File: config.mk
export PLATFORM = sky130hd
export DESIGN_NAME = ats_alu
export DESIGN_NICKNAME = d
export VERILOG_FILES = /design/src/hw/rtl/ats_pkg.sv /design/src/hw/rtl/ats_alu.sv
export SDC_FILE = /design/constraint.sdc
export NUM_CORES = 2
export LEC_CHECK = 0
export BUFFER_PORTS_ARGS = -buffer_cell sky130_fd_sc_hd__buf_2
export CAP_MARGIN = 10
export CORE_MARGIN = 10
export CORE_UTILIZATION = 60
export DETAILED_ROUTE_END_ITERATION = 10
export GPL_TIMING_DRIVEN = 0
export PLACE_DENSITY = 0.77
export SLEW_MARGIN = 20
export SYNTH_ARGS = -nofsm -noshare
export SYNTH_HDL_FRONTEND = slang
export SYNTH_SLANG_ARGS = --single-unit
File: constraint.sdc
create_clock -name vclk -period 10.7
set_clock_uncertainty 0.2 [all_clocks]
set_input_delay 1.07 -clock vclk [all_inputs]
set_output_delay 1.07 -clock vclk [all_outputs]
set_load 0.02 [all_outputs]
File: src/hw/rtl/ats_pkg.sv
// types, codes and constants of the annealing tour swap engine
// no dependencies
package ats_pkg;

   localparam int MAX_CITIES     = 16;
   localparam int CITY_BITS      = 4;
   localparam int SLOTS          = MAX_CITIES - 1;
   localparam int SLOT_BITS      = 4;
   localparam int NUM_BITS       = 5;
   localparam int DIST_BITS      = 16;
   localparam int DIST_ADDR_BITS = 2 * CITY_BITS;
   localparam int COST_BITS      = 20;
   localparam int TEMP_BITS      = 40;
   localparam int TEMP_FRAC_BITS = 8;
   localparam int CF_BITS        = 16;
   localparam int RAND_BITS      = 16;
   localparam int X_FRAC         = 16;
   localparam int X_BITS         = 21;
   localparam int X_IDX_BITS     = 5;
   localparam int EXP_FRAC       = 30;
   localparam int R_BITS         = EXP_FRAC + 1;
   localparam int DIV_PRESHIFT   = X_FRAC + TEMP_FRAC_BITS - X_BITS;
   localparam int ALU_BITS       = TEMP_BITS + 1;
   localparam int ACTION_BITS    = 3;
   localparam int CSR_IDX_BITS   = 2;

   localparam logic [COST_BITS-1:0] COST_MAX = '1;
   localparam logic [TEMP_BITS-1:0] ONE_TEMP = TEMP_BITS'(1) << TEMP_FRAC_BITS;

   // request actions
   localparam logic [ACTION_BITS-1:0] ACT_WR_DIST = 3'd0;
   localparam logic [ACTION_BITS-1:0] ACT_WR_SLOT = 3'd1;
   localparam logic [ACTION_BITS-1:0] ACT_RESTART = 3'd2;
   localparam logic [ACTION_BITS-1:0] ACT_PROPOSE = 3'd3;
   localparam logic [ACTION_BITS-1:0] ACT_RD_SLOT = 3'd4;

   // register indexes
   localparam logic [CSR_IDX_BITS-1:0] CSR_NUM_CITIES  = 2'd0;
   localparam logic [CSR_IDX_BITS-1:0] CSR_SOURCE_CITY = 2'd1;
   localparam logic [CSR_IDX_BITS-1:0] CSR_START_TEMP  = 2'd2;
   localparam logic [CSR_IDX_BITS-1:0] CSR_COOLING     = 2'd3;

   typedef enum logic [2:0] {
      ALU_ADD_SAT,
      ALU_SUB_GE,
      ALU_DIV_STEP,
      ALU_MUL_EXP,
      ALU_MUL_COOL
   } alu_op_type;

   typedef enum logic [3:0] {
      ST_IDLE,
      ST_WALK_TOUR,
      ST_WALK_DIST,
      ST_WALK_ACC,
      ST_COMPARE,
      ST_DIFF,
      ST_RANGE,
      ST_DIV,
      ST_EXP,
      ST_DECIDE,
      ST_TAKE,
      ST_COMMIT_A,
      ST_COMMIT_B,
      ST_REJECT,
      ST_COOL,
      ST_FINISH
   } state_type;

   // exp(-2^(j-16)) in Q0.30
   function automatic logic [EXP_FRAC-1:0] exp_coef(input logic [X_IDX_BITS-1:0] j);
      logic [EXP_FRAC-1:0] v;
      case (j)
         5'd0:    v = 30'd1073725440;
         5'd1:    v = 30'd1073709056;
         5'd2:    v = 30'd1073676290;
         5'd3:    v = 30'd1073610760;
         5'd4:    v = 30'd1073479712;
         5'd5:    v = 30'd1073217664;
         5'd6:    v = 30'd1072693760;
         5'd7:    v = 30'd1071646719;
         5'd8:    v = 30'd1069555701;
         5'd9:    v = 30'd1065385899;
         5'd10:   v = 30'd1057095000;
         5'd11:   v = 30'd1040706261;
         5'd12:   v = 30'd1008687096;
         5'd13:   v = 30'd947573834;
         5'd14:   v = 30'd836230973;
         5'd15:   v = 30'd651257337;
         5'd16:   v = 30'd395007542;
         5'd17:   v = 30'd145315154;
         5'd18:   v = 30'd19666268;
         5'd19:   v = 30'd360200;
         5'd20:   v = 30'd121;
         default: v = '0;
      endcase
      return v;
   endfunction

endpackage

File: src/hw/rtl/ats_alu.sv
// shared arithmetic unit: saturating add, compare-subtract, division step,
// rounded exp multiply and cooling multiply; depends on ats_pkg
module ats_alu (
   input  ats_pkg::alu_op_type          op,
   input  logic [ats_pkg::ALU_BITS-1:0] a,
   input  logic [ats_pkg::ALU_BITS-1:0] b,
   output logic [ats_pkg::ALU_BITS-1:0] result,
   output logic                         flag
);
   import ats_pkg::*;

   logic [COST_BITS:0]              add_sum;
   logic [ALU_BITS-1:0]             shl;
   logic [2*R_BITS-1:0]             exp_prod;
   logic [2*R_BITS-1:0]             exp_round;
   logic [TEMP_BITS+CF_BITS-1:0]    cool_prod;

   assign add_sum   = (COST_BITS+1)'(a[COST_BITS-1:0]) + (COST_BITS+1)'(b[COST_BITS-1:0]);
   assign shl       = {a[ALU_BITS-2:0], 1'b0};
   assign exp_prod  = (2*R_BITS)'(a[R_BITS-1:0]) * (2*R_BITS)'(b[R_BITS-1:0]);
   assign exp_round = exp_prod + ((2*R_BITS)'(1) << (EXP_FRAC - 1));
   assign cool_prod = (TEMP_BITS+CF_BITS)'(a[TEMP_BITS-1:0])
                    * (TEMP_BITS+CF_BITS)'(b[CF_BITS-1:0]);

   always_comb begin
      result = '0;
      flag   = 1'b0;
      case (op)
         ALU_ADD_SAT: begin
            result = (add_sum > (COST_BITS+1)'(COST_MAX)) ? ALU_BITS'(COST_MAX)
                                                           : ALU_BITS'(add_sum);
         end
         ALU_SUB_GE: begin
            flag   = (a >= b);
            result = a - b;
         end
         ALU_DIV_STEP: begin
            flag   = (shl >= b);
            result = flag ? (shl - b) : shl;
         end
         ALU_MUL_EXP: begin
            result = ALU_BITS'(exp_round >> EXP_FRAC);
         end
         ALU_MUL_COOL: begin
            result = ALU_BITS'(cool_prod >> CF_BITS);
         end
         default: begin
            result = '0;
         end
      endcase
   end

endmodule

==> summary.txt <==
Global routing
  – Pin count of the biggest net entering global routing: 14
  – Total track usage: 44.1%
  – Global-route wire length before repair: 314 mm
  – Grt total ovfl: 0
  – Vias in the first global route: 47383
  – Initial antenna violation count: 27

Floorplanning
  – Initial core utilization: 60.8%
  – Die ar.: 0.0990 mm^2
  – Site Rows: 107
  – CORE AREA: 0.0857 mm^2
  – # IOs: 127
  – Die Y: 315 um
  – Die span in x: 315 um

Placement
  – Pre-CTS WS: -1730 ps
  – GPL Wtd Cong: 1.08
  – PortBufs: 126
  – HPWL Detailed: 186 mm

Final layout
  – FF+latch area: 0 um^2
  – Clkbuf count: 0
  – Sequential cell count: 0
  – NumNets Final: 8025
  – P&R area growth vs syn: 6.51%
  – Fraction of layout cells with a size suffix above 1: 6.65%
  – Post-layout util: 64.7%

Setup path
  – WP data arrival: 9490 ps
  – CP max FO: 10
  – Startpoint types: input pin
  – Setup crit start: a[30]
  – CP Class: in2out
  – WP data required: 9430 ps
  – Crit end category: primary output

Min path
  – Worst Hold Class: in2out
  – Hold endpoint: result[11]
  – HP Start: a[10]
  – Hold depth: 4

STA
  – F_max: 0.0929 GHz
  – Final Hold Violating Endpoints: 0
  – Max-slew violations: 0
  – RSZ-0062 raised after global routing: true
  – Worst Setup Slack, final: -64.0 ps
  – Tightest Pin Transition: 1200 ps
  – Final worst path period need: 10760 ps
  – Hold_ws: 2510 ps
  – Setup-failing EPs final: 1
  – Slew HR: 20.3%
  – Fin crit share: 101%

Routing
  – Routed met1 length: 74.2 mm
  – Routed wl met3: 26.6 mm
  – Final WL: 218 mm
  – DRT iter0 DRCs: 4850
  – Drt wl/cell: 29.7 um
  – Wire length on met2: 94.8 mm
  – Total number of vias: 45279
  – Vias per cell: 6.18
  – DR top layer: met5
  – DRT Pass-1 Iters: 9
  – Final ANT Viol Nets: 0
  – # DRC: 0

Synth
  – Register area share after synthesis: 0%
  – Area contributors post-synth: fa_1, ha_1, inv_1, nand2_1, and2_1
  – Commonest cells in the synthesized netlist: inv_1, fa_1, nand2_1, ha_1, and2_1
  – Cells after Synth: 6036
  – Yosys cell types: 90
  – Yosys top cell by area: fa_1
  – Synthesis Warnings: 0
  – Post-Syn Area: 0.0521 mm^2
  – Syn nets: 7891
  – Avg Cell Area, Syn: 8.63 um^2
  – Most frequent cell after synthesis: inv_1
  – Top cell type's share of synthesized area: 47.3%

Run
  – Max Cap Violations: 0

CTS
  – CTS Hold Bufs: 0

Outcome
  – Failing checks: setup timing
  – Run status: finished with violations
## repair_timing
| action | CTS | global route |
|---|---|---|
| pin swaps | 1 | 6 |
| hold endpoints to repair | 0 | 0 |
| resized for setup | 320 | 137 |
| endpoints found under the setup margin | 40 | 27 |
| buffers inserted | 8 | 10 |
## stage by stage
step	instances	TNS (ps)	area, um^2
2_1_floorplan	6036	0	52100
3_3_place_gp	7306	-61170	54100
3_5_place_dp	7307	-45890	54200
4_1_cts	7304	0	55100
5_1_grt	7315	-92.4	55400
6_report	7332	-64.0	55500
## metal layers
metal,up-vias,GRT usage (%)
li1,18559,-
met4,10,34.6
met2,3028,67.1
met5,-,0
met1,22793,52.5
met3,889,12.3
## logic make-up (layout without fill, tap and decap cells)
kind of cell    count (synthesis)  after routing  synth area share, %
buf+inv                      1781           1913                 12.9
fa+ha+maj                    1770           1770                 60.3
simple gates                 1561           1561                 14.3
compound gates                741            741                 9.27
xor+xnor                      144            144                 2.42
mux                            39             39                0.778
other cells                     0             20                    0
## how the worst max path moves through the flow
stage / endpoint / cells after the start / slack, ps
detailed placement: result[17] / 28 / -1730
global placement: result[17] / 29 / -2080
floorplan: result[25] / 27 / 1000
finish: result[8] / 23 / -60
CTS: result[25] / 29 / 10
global route: result[30] / 28 / -60
## cell type report
type                            instances  area, um^2
Antenna cell                           20        50.0
Buffer                                268        1940
Fill cell                            7413       30200
Inverter                             1500        5680
Multi-Input combinational cell       4255       45500
Tap cell                             1144        1430
Timing Repair Buffer                  145         835
## layout by cell type (no fill, tap or decap), drive strengths merged, types with 33 or more instances in the layout
| master | n |
|---|---|
| buf | 188 |
| nand3 | 40 |
| a31oi | 36 |
| ha | 540 |
| mux2i | 33 |
| clkbuf | 223 |
| a21oi | 209 |
| xnor2 | 98 |
| o211ai | 33 |
| nor2 | 185 |
| nand2 | 740 |
| nand4 | 41 |
| and2 | 391 |
| inv | 1490 |
| fa | 1230 |
| a21o | 107 |
| o21ai | 143 |
| xor2 | 46 |
## critical path: stages
cell	delay, ps
buf_2	270
buf_1	740
and2_1	270
fa_1	470
fa_1	530
fa_1	550
inv_1	60
fa_1	500
inv_1	60
fa_1	480
fa_1	500
fa_1	490
inv_1	80
fa_1	530
inv_1	60
ha_2	450
nand4_1	390
or4_1	590
o21ai_4	330
o21ai_0	160
a32oi_1	470
o211ai_1	210
buf_2	210
